<file path="config.mk">
export PLATFORM = sky130hd
export DESIGN_NAME = adbh_front
export DESIGN_NICKNAME = d
export VERILOG_FILES = /design/src/hdl/adbh_pkg.sv /design/src/hdl/adbh_front.sv
export SDC_FILE = /design/constraint.sdc
export NUM_CORES = 1
export LEC_CHECK = 0
export BUFFER_PORTS_ARGS = -buffer_cell sky130_fd_sc_hd__buf_4
export CORE_UTILIZATION = 60
export CTS_CLUSTER_DIAMETER = 150
export DETAILED_ROUTE_END_ITERATION = 6
export PLACE_DENSITY = 0.88
export SETUP_SLACK_MARGIN = 0.4
export SLEW_MARGIN = 20
export SYNTH_ARGS = -nofsm -noshare
export SYNTH_HDL_FRONTEND = slang
export SYNTH_SLANG_ARGS = --single-unit
</file>
<file path="constraint.sdc">
create_clock -name aclk -period 10.15 [get_ports aclk]
set_input_delay 0.5075 -clock aclk [delete_from_list [all_inputs] [get_ports aclk]]
set_output_delay 0.5075 -clock aclk [all_outputs]
set_load 0.005 [all_outputs]
</file>
<file path="src/hdl/adbh_pkg.sv">
// Shared types, constants and AES helper functions for the double-block AES-256 hash.
`default_nettype none
package adbh_pkg;

    localparam logic FUNC_ABSORB   = 1'b0;
    localparam logic FUNC_FINALIZE = 1'b1;

    typedef struct packed {
        logic       func;
        logic [7:0] data_byte;
    } in_item_t;

    typedef struct packed {
        logic [63:0] digest_word;
        logic        last_word;
    } out_item_t;

    typedef struct packed {
        logic         fin;
        logic [127:0] block;
    } job_t;

    localparam logic [7:0] SBOX [256] = '{
        8'h63,8'h7c,8'h77,8'h7b,8'hf2,8'h6b,8'h6f,8'hc5,8'h30,8'h01,8'h67,8'h2b,8'hfe,8'hd7,8'hab,8'h76,
        8'hca,8'h82,8'hc9,8'h7d,8'hfa,8'h59,8'h47,8'hf0,8'had,8'hd4,8'ha2,8'haf,8'h9c,8'ha4,8'h72,8'hc0,
        8'hb7,8'hfd,8'h93,8'h26,8'h36,8'h3f,8'hf7,8'hcc,8'h34,8'ha5,8'he5,8'hf1,8'h71,8'hd8,8'h31,8'h15,
        8'h04,8'hc7,8'h23,8'hc3,8'h18,8'h96,8'h05,8'h9a,8'h07,8'h12,8'h80,8'he2,8'heb,8'h27,8'hb2,8'h75,
        8'h09,8'h83,8'h2c,8'h1a,8'h1b,8'h6e,8'h5a,8'ha0,8'h52,8'h3b,8'hd6,8'hb3,8'h29,8'he3,8'h2f,8'h84,
        8'h53,8'hd1,8'h00,8'hed,8'h20,8'hfc,8'hb1,8'h5b,8'h6a,8'hcb,8'hbe,8'h39,8'h4a,8'h4c,8'h58,8'hcf,
        8'hd0,8'hef,8'haa,8'hfb,8'h43,8'h4d,8'h33,8'h85,8'h45,8'hf9,8'h02,8'h7f,8'h50,8'h3c,8'h9f,8'ha8,
        8'h51,8'ha3,8'h40,8'h8f,8'h92,8'h9d,8'h38,8'hf5,8'hbc,8'hb6,8'hda,8'h21,8'h10,8'hff,8'hf3,8'hd2,
        8'hcd,8'h0c,8'h13,8'hec,8'h5f,8'h97,8'h44,8'h17,8'hc4,8'ha7,8'h7e,8'h3d,8'h64,8'h5d,8'h19,8'h73,
        8'h60,8'h81,8'h4f,8'hdc,8'h22,8'h2a,8'h90,8'h88,8'h46,8'hee,8'hb8,8'h14,8'hde,8'h5e,8'h0b,8'hdb,
        8'he0,8'h32,8'h3a,8'h0a,8'h49,8'h06,8'h24,8'h5c,8'hc2,8'hd3,8'hac,8'h62,8'h91,8'h95,8'he4,8'h79,
        8'he7,8'hc8,8'h37,8'h6d,8'h8d,8'hd5,8'h4e,8'ha9,8'h6c,8'h56,8'hf4,8'hea,8'h65,8'h7a,8'hae,8'h08,
        8'hba,8'h78,8'h25,8'h2e,8'h1c,8'ha6,8'hb4,8'hc6,8'he8,8'hdd,8'h74,8'h1f,8'h4b,8'hbd,8'h8b,8'h8a,
        8'h70,8'h3e,8'hb5,8'h66,8'h48,8'h03,8'hf6,8'h0e,8'h61,8'h35,8'h57,8'hb9,8'h86,8'hc1,8'h1d,8'h9e,
        8'he1,8'hf8,8'h98,8'h11,8'h69,8'hd9,8'h8e,8'h94,8'h9b,8'h1e,8'h87,8'he9,8'hce,8'h55,8'h28,8'hdf,
        8'h8c,8'ha1,8'h89,8'h0d,8'hbf,8'he6,8'h42,8'h68,8'h41,8'h99,8'h2d,8'h0f,8'hb0,8'h54,8'hbb,8'h16
    };

    localparam logic [7:0] RCON [7] = '{8'h01, 8'h02, 8'h04, 8'h08, 8'h10, 8'h20, 8'h40};

    function automatic logic [7:0] xtime(input logic [7:0] v);
        return {v[6:0], 1'b0} ^ (v[7] ? 8'h1b : 8'h00);
    endfunction

    function automatic logic [31:0] sub_word(input logic [31:0] w);
        return {SBOX[w[31:24]], SBOX[w[23:16]], SBOX[w[15:8]], SBOX[w[7:0]]};
    endfunction

    // byte i of a 128-bit block sits at bits 127-8i..120-8i
    function automatic logic [127:0] aes_round(input logic [127:0] s, input logic [127:0] rk,
                                               input logic last);
        logic [7:0] t [16];
        logic [7:0] a0, a1, a2, a3, all;
        logic [127:0] o;
        for (int c = 0; c < 4; c++) begin
            for (int i = 0; i < 4; i++) begin
                t[i + 4 * c] = SBOX[s[127 - 8 * (i + 4 * ((c + i) & 3)) -: 8]];
            end
        end
        if (!last) begin
            for (int c = 0; c < 4; c++) begin
                a0 = t[4 * c];
                a1 = t[4 * c + 1];
                a2 = t[4 * c + 2];
                a3 = t[4 * c + 3];
                all = a0 ^ a1 ^ a2 ^ a3;
                t[4 * c]     = a0 ^ all ^ xtime(a0 ^ a1);
                t[4 * c + 1] = a1 ^ all ^ xtime(a1 ^ a2);
                t[4 * c + 2] = a2 ^ all ^ xtime(a2 ^ a3);
                t[4 * c + 3] = a3 ^ all ^ xtime(a3 ^ a0);
            end
        end
        for (int i = 0; i < 16; i++) begin
            o[127 - 8 * i -: 8] = t[i];
        end
        return o ^ rk;
    endfunction

endpackage
`default_nettype wire

</file>
<file path="src/hdl/adbh_front.sv">
// Front end: gathers message bytes into blocks and issues compress jobs.
`default_nettype none
module adbh_front
    import adbh_pkg::*;
(
    input  wire logic     aclk,
    input  wire logic     aresetn,
    input  wire in_item_t s_item,
    input  wire logic     s_valid,
    output logic          s_ready,
    output job_t          job,
    output logic          job_valid,
    input  wire logic     job_ready
);
    logic [127:0] buf_reg, buf_next;
    logic [3:0]   fill_reg, fill_next;
    job_t         job_reg, job_next;
    logic         jv_reg, jv_next;

    assign s_ready   = !jv_reg || job_ready;
    assign job       = job_reg;
    assign job_valid = jv_reg;

    always_comb begin
        buf_next  = buf_reg;
        fill_next = fill_reg;
        job_next  = job_reg;
        jv_next   = jv_reg && !job_ready;
        if (s_valid && s_ready) begin
            if (s_item.func == FUNC_ABSORB) begin
                buf_next[127 - 8 * fill_reg -: 8] = s_item.data_byte;
                fill_next = fill_reg + 4'd1;
                if (fill_reg == 4'd15) begin
                    job_next.fin   = 1'b0;
                    job_next.block = buf_next;
                    jv_next        = 1'b1;
                end
            end else begin
                for (int i = 0; i < 16; i++) begin
                    if (4'(i) >= fill_reg) begin
                        buf_next[127 - 8 * i -: 8] = 8'h00;
                    end
                end
                job_next.fin   = 1'b1;
                job_next.block = buf_next;
                jv_next        = 1'b1;
                fill_next      = 4'd0;
            end
        end
    end

    always_ff @(posedge aclk) begin
        buf_reg <= buf_next;
        job_reg <= job_next;
        if (!aresetn) begin
            fill_reg <= 4'd0;
            jv_reg   <= 1'b0;
        end else begin
            fill_reg <= fill_next;
            jv_reg   <= jv_next;
        end
    end
endmodule
`default_nettype wire

</file>
* Word level (Yosys, flattened, before mapping)
Index checks and enable logic that the tools add are counted.
** Word-level totals
- Memories kept :: 0
- Logic and storage cells :: 58
- Bits in read-only memories :: 0
- Flip-flop bits (word level) :: 262
- Bits in latches :: 0
- Memory bits (writable) :: 0
- Input port bits :: 13
** Cells by class
- Reductions and logical operators :: 7
- Eq/ne operators :: 1
- $add $sub $neg :: 3
- $lt $le $gt $ge :: 16
- Shifts and indexed selects :: 2
- Multipliers :: 0
- Bitwise operators :: 0
- Div/mod/pow operators :: 0
- Mux-type cells :: 24
** Operators with widths (number)
- $mux 128 :: 2
- $shift 8x34->135 const A :: 1
- $shiftx 8x34->135 :: 1
- $mux 129 :: 1
- $bwmux 128 :: 1
- $mux 8 :: 16
- $neg 32->34 :: 1
- $ge 4x4->1 const A :: 8
- $ge 3x4->1 const A :: 4
- $ge 1x4->1 const A :: 2
- $ge 2x4->1 const A :: 2
- $sub 7x7->8 const A :: 1
- $add 4x1->4 const B :: 1
- $eq 4x4->1 const B :: 1
- $mux 4 :: 1
- $mux 1 :: 3
- $logic_and 1x1->1 :: 2
- $logic_not 1->1 :: 2
- $reduce_and 2->1 :: 1
- $reduce_bool 2->1 :: 1
- $logic_or 1x1->1 :: 1

* Depth between registers and ports, before layout
- Depth after elaboration :: 6
- Depth in mapped cells :: 8
- Gate-level depth less buffers :: 6

* Worst setup path after synthesis
OpenSTA, ideal clock, no wires.
- Path kind :: input -> register
- From :: input s_item[8] (netlist bit)
- To :: register job_reg (netlist bit job[0]), enable pin
- Stages :: 4
- Data arrival time :: 6.311 ns
- Path buffers :: 2
- Data required time :: 9.532 ns
- Slack :: 3.221 ns
- Path through :: buf_2 > buf_4 > a21oi_1 > nor2_1
** Between the ends
- Cells in the longest elaborated chain, start to end :: 2
** Ends and longest elaborated chain
- from (decl) :: line adbh_front.sv:8 : input wire in_item_t s_item,
- $reduce_bool 2->1 (no source line)
- $reduce_and 2->1 (no source line)
- to (signal assigned) :: line adbh_front.sv:54 : job_reg <= job_next;
- to (decl) :: line adbh_front.sv:17 : job_t job_reg, job_next;
Every way passes these cells.
A chain may end at the register's enable or synchronous reset.

* Worst setup path in the final report
- From :: register fill_reg[0]
- To :: register job_reg (netlist bit job[73]) (data pin)
** Between the ends
- Cells in the longest elaborated chain, start to end :: 6
- Elaborated cells between the ends (all ways) :: 9
- Classes of those cells :: 2 x add/sub; 1 x order compare; 2 x shift; 4 x mux
** Ends and longest elaborated chain
- from (decl) :: line adbh_front.sv:16 : logic [3:0] fill_reg, fill_next;
- from (signal assigned) :: line adbh_front.sv:59 : fill_reg <= fill_next;
- $sub 7x7->8 :: line adbh_front.sv:31 : buf_next[127 - 8 * fill_reg -: 8] = s_item.data_byte;
- $neg 32->34 :: line adbh_front.sv:31
- $shiftx 8x34->135 or $shift 8x34->135 (tied branches) :: line adbh_front.sv:31
- $bwmux 128 :: line adbh_front.sv:31
- $mux 129 :: line adbh_front.sv:33 : if (fill_reg == 4'd15) begin
- $mux 128 * :: line adbh_front.sv:30 : if (s_item.func == FUNC_ABSORB) begin
Every way passes the cells marked *; elsewhere a longest branch is shown, timed or not. The select of a mux whose other input is x is not followed.

==> impl_metrics.xml <==
<?xml version="1.0" encoding="UTF-8"?>
<metrics>
  <group name="outcome">
    <metric name="status" unit="">completed</metric>
  </group>
  <group name="clock_network">
    <metric name="postCtsResizedCells" unit="">0</metric>
    <metric name="htree_num_levels" unit="">1</metric>
    <metric name="cts_hold_repair.buffers" unit="">0</metric>
    <metric name="numCtsBuffers" unit="">25</metric>
    <metric name="path_clk_slew" unit="ns">0.07</metric>
    <metric name="ctsRootBufferMaster" unit="">sky130_fd_sc_hd__clkbuf_16</metric>
    <metric name="cts_tree" unit="">done</metric>
    <metric name="bufs_on_longest_clock_path" unit="">3</metric>
    <metric name="tritoncts_num_sinks" unit="">262</metric>
    <metric name="insertion_delay" unit="ns">0.52</metric>
    <metric name="postCtsSetupBuffers" unit="">0</metric>
  </group>
  <group name="detailed_routing">
    <metric name="route.detailed.vias_per_inst" unit="">6.36</metric>
    <metric name="dr.first_iter.drc_count" unit="">680</metric>
    <metric name="first_pass_drt_iterations" unit="">5</metric>
    <metric name="detail-route-antenna-nets" unit="">0</metric>
    <metric name="finalWirelength" unit="mm">23.4</metric>
    <metric name="drcViolationCount" unit="">0</metric>
    <metric name="wire_per_inst" unit="um">22.4</metric>
    <metric name="num_vias" unit="">6658</metric>
  </group>
  <group name="finish">
    <metric name="finalInstanceArea" unit="um2">12400</metric>
    <metric name="layout-area-overhead-vs-synth" unit="%">19.0</metric>
    <metric name="finish.cell_count_without_fillers" unit="">1047</metric>
    <metric name="drive_above_1_share" unit="">0.247</metric>
    <metric name="largest_reg_flops" unit="">129</metric>
    <metric name="post_layout_net_count" unit="">829</metric>
    <metric name="antenna_diode_count" unit="">0</metric>
  </group>
  <group name="min_path">
    <metric name="classification_of_the_worst_slack_hold_path" unit="">in -&gt; reg</metric>
    <metric name="worst_hold_path.num_cells" unit="">2</metric>
    <metric name="hold-path-endpoint" unit="">fill_reg[3]</metric>
    <metric name="timing.hold.worst.start" unit="">aresetn</metric>
  </group>
  <group name="synth">
    <metric name="synth-edff-count" unit="">257</metric>
    <metric name="synth.ff_latch_count" unit="">262</metric>
    <metric name="synth.lib_cells_used.distinct" unit="">49</metric>
    <metric name="seq_area_frac_synth" unit="">0.749</metric>
    <metric name="synthesis.yosys.warnings" unit="">0</metric>
    <metric name="synth_ff_type" unit="">sky130_fd_sc_hd__edfxtp_1</metric>
    <metric name="postSynth.asyncResetShare" unit="">0</metric>
    <metric name="syn_nets" unit="">688</metric>
    <metric name="post_synth.cell_area_avg" unit="um2">15.6</metric>
    <metric name="post_synth_inst_count" unit="">668</metric>
    <metric name="syn-cell-area" unit="um2">10400</metric>
  </group>
  <group name="place">
    <metric name="gp_routability_congestion" unit="">0.836</metric>
    <metric name="placed_cells" unit="">1002</metric>
    <metric name="placement.io_buffers" unit="">143</metric>
    <metric name="placedInstanceArea" unit="um2">11600</metric>
    <metric name="dp.final_hpwl" unit="mm">14.8</metric>
  </group>
  <group name="grt">
    <metric name="gr-max-usage-layer" unit="">met2</metric>
    <metric name="grt_pass1_vias" unit="">6454</metric>
    <metric name="global_route_track_usage_on_met1" unit="">0.369</metric>
    <metric name="antenna_found_initial" unit="">0</metric>
    <metric name="globalRouteTotalUtil" unit="">0.265</metric>
    <metric name="grtUsageMet3" unit="">0.0518</metric>
    <metric name="overflow" unit="">0</metric>
    <metric name="globalRouteMet2Util" unit="">0.428</metric>
    <metric name="pin_count_of_the_biggest_net_entering_global_routing" unit="">74</metric>
    <metric name="grt_first_pass_wirelength" unit="mm">36.3</metric>
  </group>
  <group name="floorplan">
    <metric name="start_util" unit="">0.623</metric>
    <metric name="boundaryPins" unit="">144</metric>
    <metric name="die-height" unit="um">134</metric>
    <metric name="floorplan.core_area" unit="um2">16800</metric>
    <metric name="rows" unit="">47</metric>
    <metric name="floorplan.die.width" unit="um">134</metric>
    <metric name="die_ar" unit="um2">17900</metric>
  </group>
  <group name="timing">
    <metric name="setup_skew_after_layout" unit="ns">0.0150</metric>
    <metric name="rsz0062_at_grt" unit="">no</metric>
    <metric name="final_period_minus_worst_setup_slack" unit="ns">3.13</metric>
    <metric name="drv_slew" unit="">0</metric>
    <metric name="transition_time_of_the_tightest_slew_check_pin" unit="ns">1.13</metric>
    <metric name="finalSetupViolCount" unit="">0</metric>
    <metric name="min_period_over_period" unit="">0.309</metric>
    <metric name="fin_tns_setup" unit="ns">0</metric>
    <metric name="hold_violations" unit="">0</metric>
    <metric name="clock.fmax" unit="MHz">319</metric>
    <metric name="maxSlewHeadroom" unit="">0.246</metric>
  </group>
  <group name="setup_path">
    <metric name="critical_path_arrival" unit="ns">3.47</metric>
    <metric name="start_kind" unit="">flip-flop</metric>
    <metric name="r2r_end" unit="">job[73]</metric>
    <metric name="crit_path_end_kind" unit="">flip-flop</metric>
    <metric name="r2r_cells" unit="">5</metric>
    <metric name="r2r_slack" unit="ns">7.02</metric>
    <metric name="r2r_start" unit="">fill_reg[0]</metric>
    <metric name="cp_data_required_time" unit="ns">10.49</metric>
    <metric name="cp_max_fo" unit="">33</metric>
    <metric name="path_class" unit="">reg -&gt; reg</metric>
  </group>
  <group name="power">
    <metric name="post-layout-total-power" unit="uW">2340</metric>
    <metric name="vdd_ir_drop_max" unit="uV">138</metric>
    <metric name="power_leakage" unit="uW">0.00437</metric>
    <metric name="pwr_density_cell" unit="nW/um2">188</metric>
  </group>
  <group name="flow_run">
    <metric name="max-cap-violations" unit="">0</metric>
  </group>
</metrics>
cell families after synthesis:
group / Yosys count / synth area share
compound gates: 176 / 0.128
fa+ha+maj: 7 / 0.00839
buf+inv: 37 / 0.0198
flops: 262 / 0.749
simple gates: 186 / 0.0954
power breakdown:
group,total [uW],switching (uW),internal [uW]
Sequential,1290,25.2,1260
Combinational,149,90.9,57.7
Clock,904,397,507
Total,2340,513,1830
layer usage:
layer,up-vias,part of all wire
met5,-,0
met4,0,0.026
met3,56,0.099
met2,429,0.49
met1,3255,0.39
li1,2918,-
area by class of cell:
class	count	area, um2
flip-flops and latches	262	7820
fillers	1002	4330
multi-input cells	369	2420
repair buffers	146	1100
clock buffers	29	641
well taps	220	275
clock inverters	16	149
inverters	5	23.8
worst max path at each step:
stage                 from          end  slack (ns)  cells after the start
2_1_floorplan    s_item[8]       job[0]        3.22                      4
3_3_place_gp   fill_reg[3]     job[124]        7.34                      4
3_5_place_dp   fill_reg[1]      job[49]        7.12                      6
4_1_cts        fill_reg[1]  buf_reg[73]        7.03                      5
5_1_grt        fill_reg[0]      job[73]        6.81                      5
6_report       fill_reg[0]      job[73]        7.02                      5
cells in the final DEF, fill, tap and decap left out, drive strengths merged, types with 12 or more instances in the layout:
cell type and count:
a21oi 40, a22o 24, a32o 24, buf 146, clkbuf 29, edfxtp 257, nand2 67, nand2b 12
nand3 12, nand3b 17, nor2 35, nor3b 17, o21ai 35, o2bb2ai 24
cells in the mapped netlist, types with 2 or more instances:
| cell | instances | area, um2 |
|---|---|---|
| sky130_fd_sc_hd__a21boi_0 | 5 | 37.5 |
| sky130_fd_sc_hd__a21oi_1 | 39 | 195 |
| sky130_fd_sc_hd__a221o_1 | 8 | 80.1 |
| sky130_fd_sc_hd__a22o_1 | 24 | 210 |
| sky130_fd_sc_hd__a311oi_4 | 2 | 52.6 |
| sky130_fd_sc_hd__a32o_1 | 24 | 240 |
| sky130_fd_sc_hd__and2_1 | 9 | 56.3 |
| sky130_fd_sc_hd__and3_1 | 2 | 12.5 |
| sky130_fd_sc_hd__buf_2 | 16 | 80.1 |
| sky130_fd_sc_hd__buf_4 | 4 | 30.0 |
| sky130_fd_sc_hd__buf_6 | 4 | 45.0 |
| sky130_fd_sc_hd__clkbuf_1 | 7 | 26.3 |
| sky130_fd_sc_hd__dfxtp_1 | 5 | 100 |
| sky130_fd_sc_hd__edfxtp_1 | 257 | 7720 |
| sky130_fd_sc_hd__ha_1 | 7 | 87.6 |
| sky130_fd_sc_hd__inv_1 | 4 | 15.0 |
| sky130_fd_sc_hd__nand2_1 | 67 | 251 |
| sky130_fd_sc_hd__nand2b_1 | 11 | 68.8 |
| sky130_fd_sc_hd__nand3_1 | 12 | 60.1 |
| sky130_fd_sc_hd__nand3b_1 | 17 | 128 |
| sky130_fd_sc_hd__nor2_1 | 33 | 124 |
| sky130_fd_sc_hd__nor2b_1 | 3 | 18.8 |
| sky130_fd_sc_hd__nor3_4 | 2 | 32.5 |
| sky130_fd_sc_hd__nor3b_1 | 16 | 120 |
| sky130_fd_sc_hd__o211ai_1 | 9 | 67.6 |
| sky130_fd_sc_hd__o21ai_0 | 32 | 160 |
| sky130_fd_sc_hd__o21ai_1 | 3 | 15.0 |
| sky130_fd_sc_hd__o2bb2ai_1 | 24 | 210 |
| sky130_fd_sc_hd__or2_2 | 2 | 12.5 |
worst max-delay path, cell delays in order (launching register included):
cell                        delay, ns
sky130_fd_sc_hd__dfxtp_1         1.06
sky130_fd_sc_hd__ha_1            0.66
sky130_fd_sc_hd__nor2b_1         0.35
sky130_fd_sc_hd__a21oi_1         0.12
sky130_fd_sc_hd__nor2_1          0.53
sky130_fd_sc_hd__o2bb2ai_1       0.23
metrics by stage:
stage	setup WS [ns]	util	hold slack, ns
after floorplan	3.22	-	0.524
after global placement	7.34	0.694	0.546
after detailed placement	7.12	0.694	0.551
after CTS	7.03	0.741	0.279
after global routing	6.81	0.742	0.292
final	7.02	0.742	0.293
(Power assumes the default switching activity.)
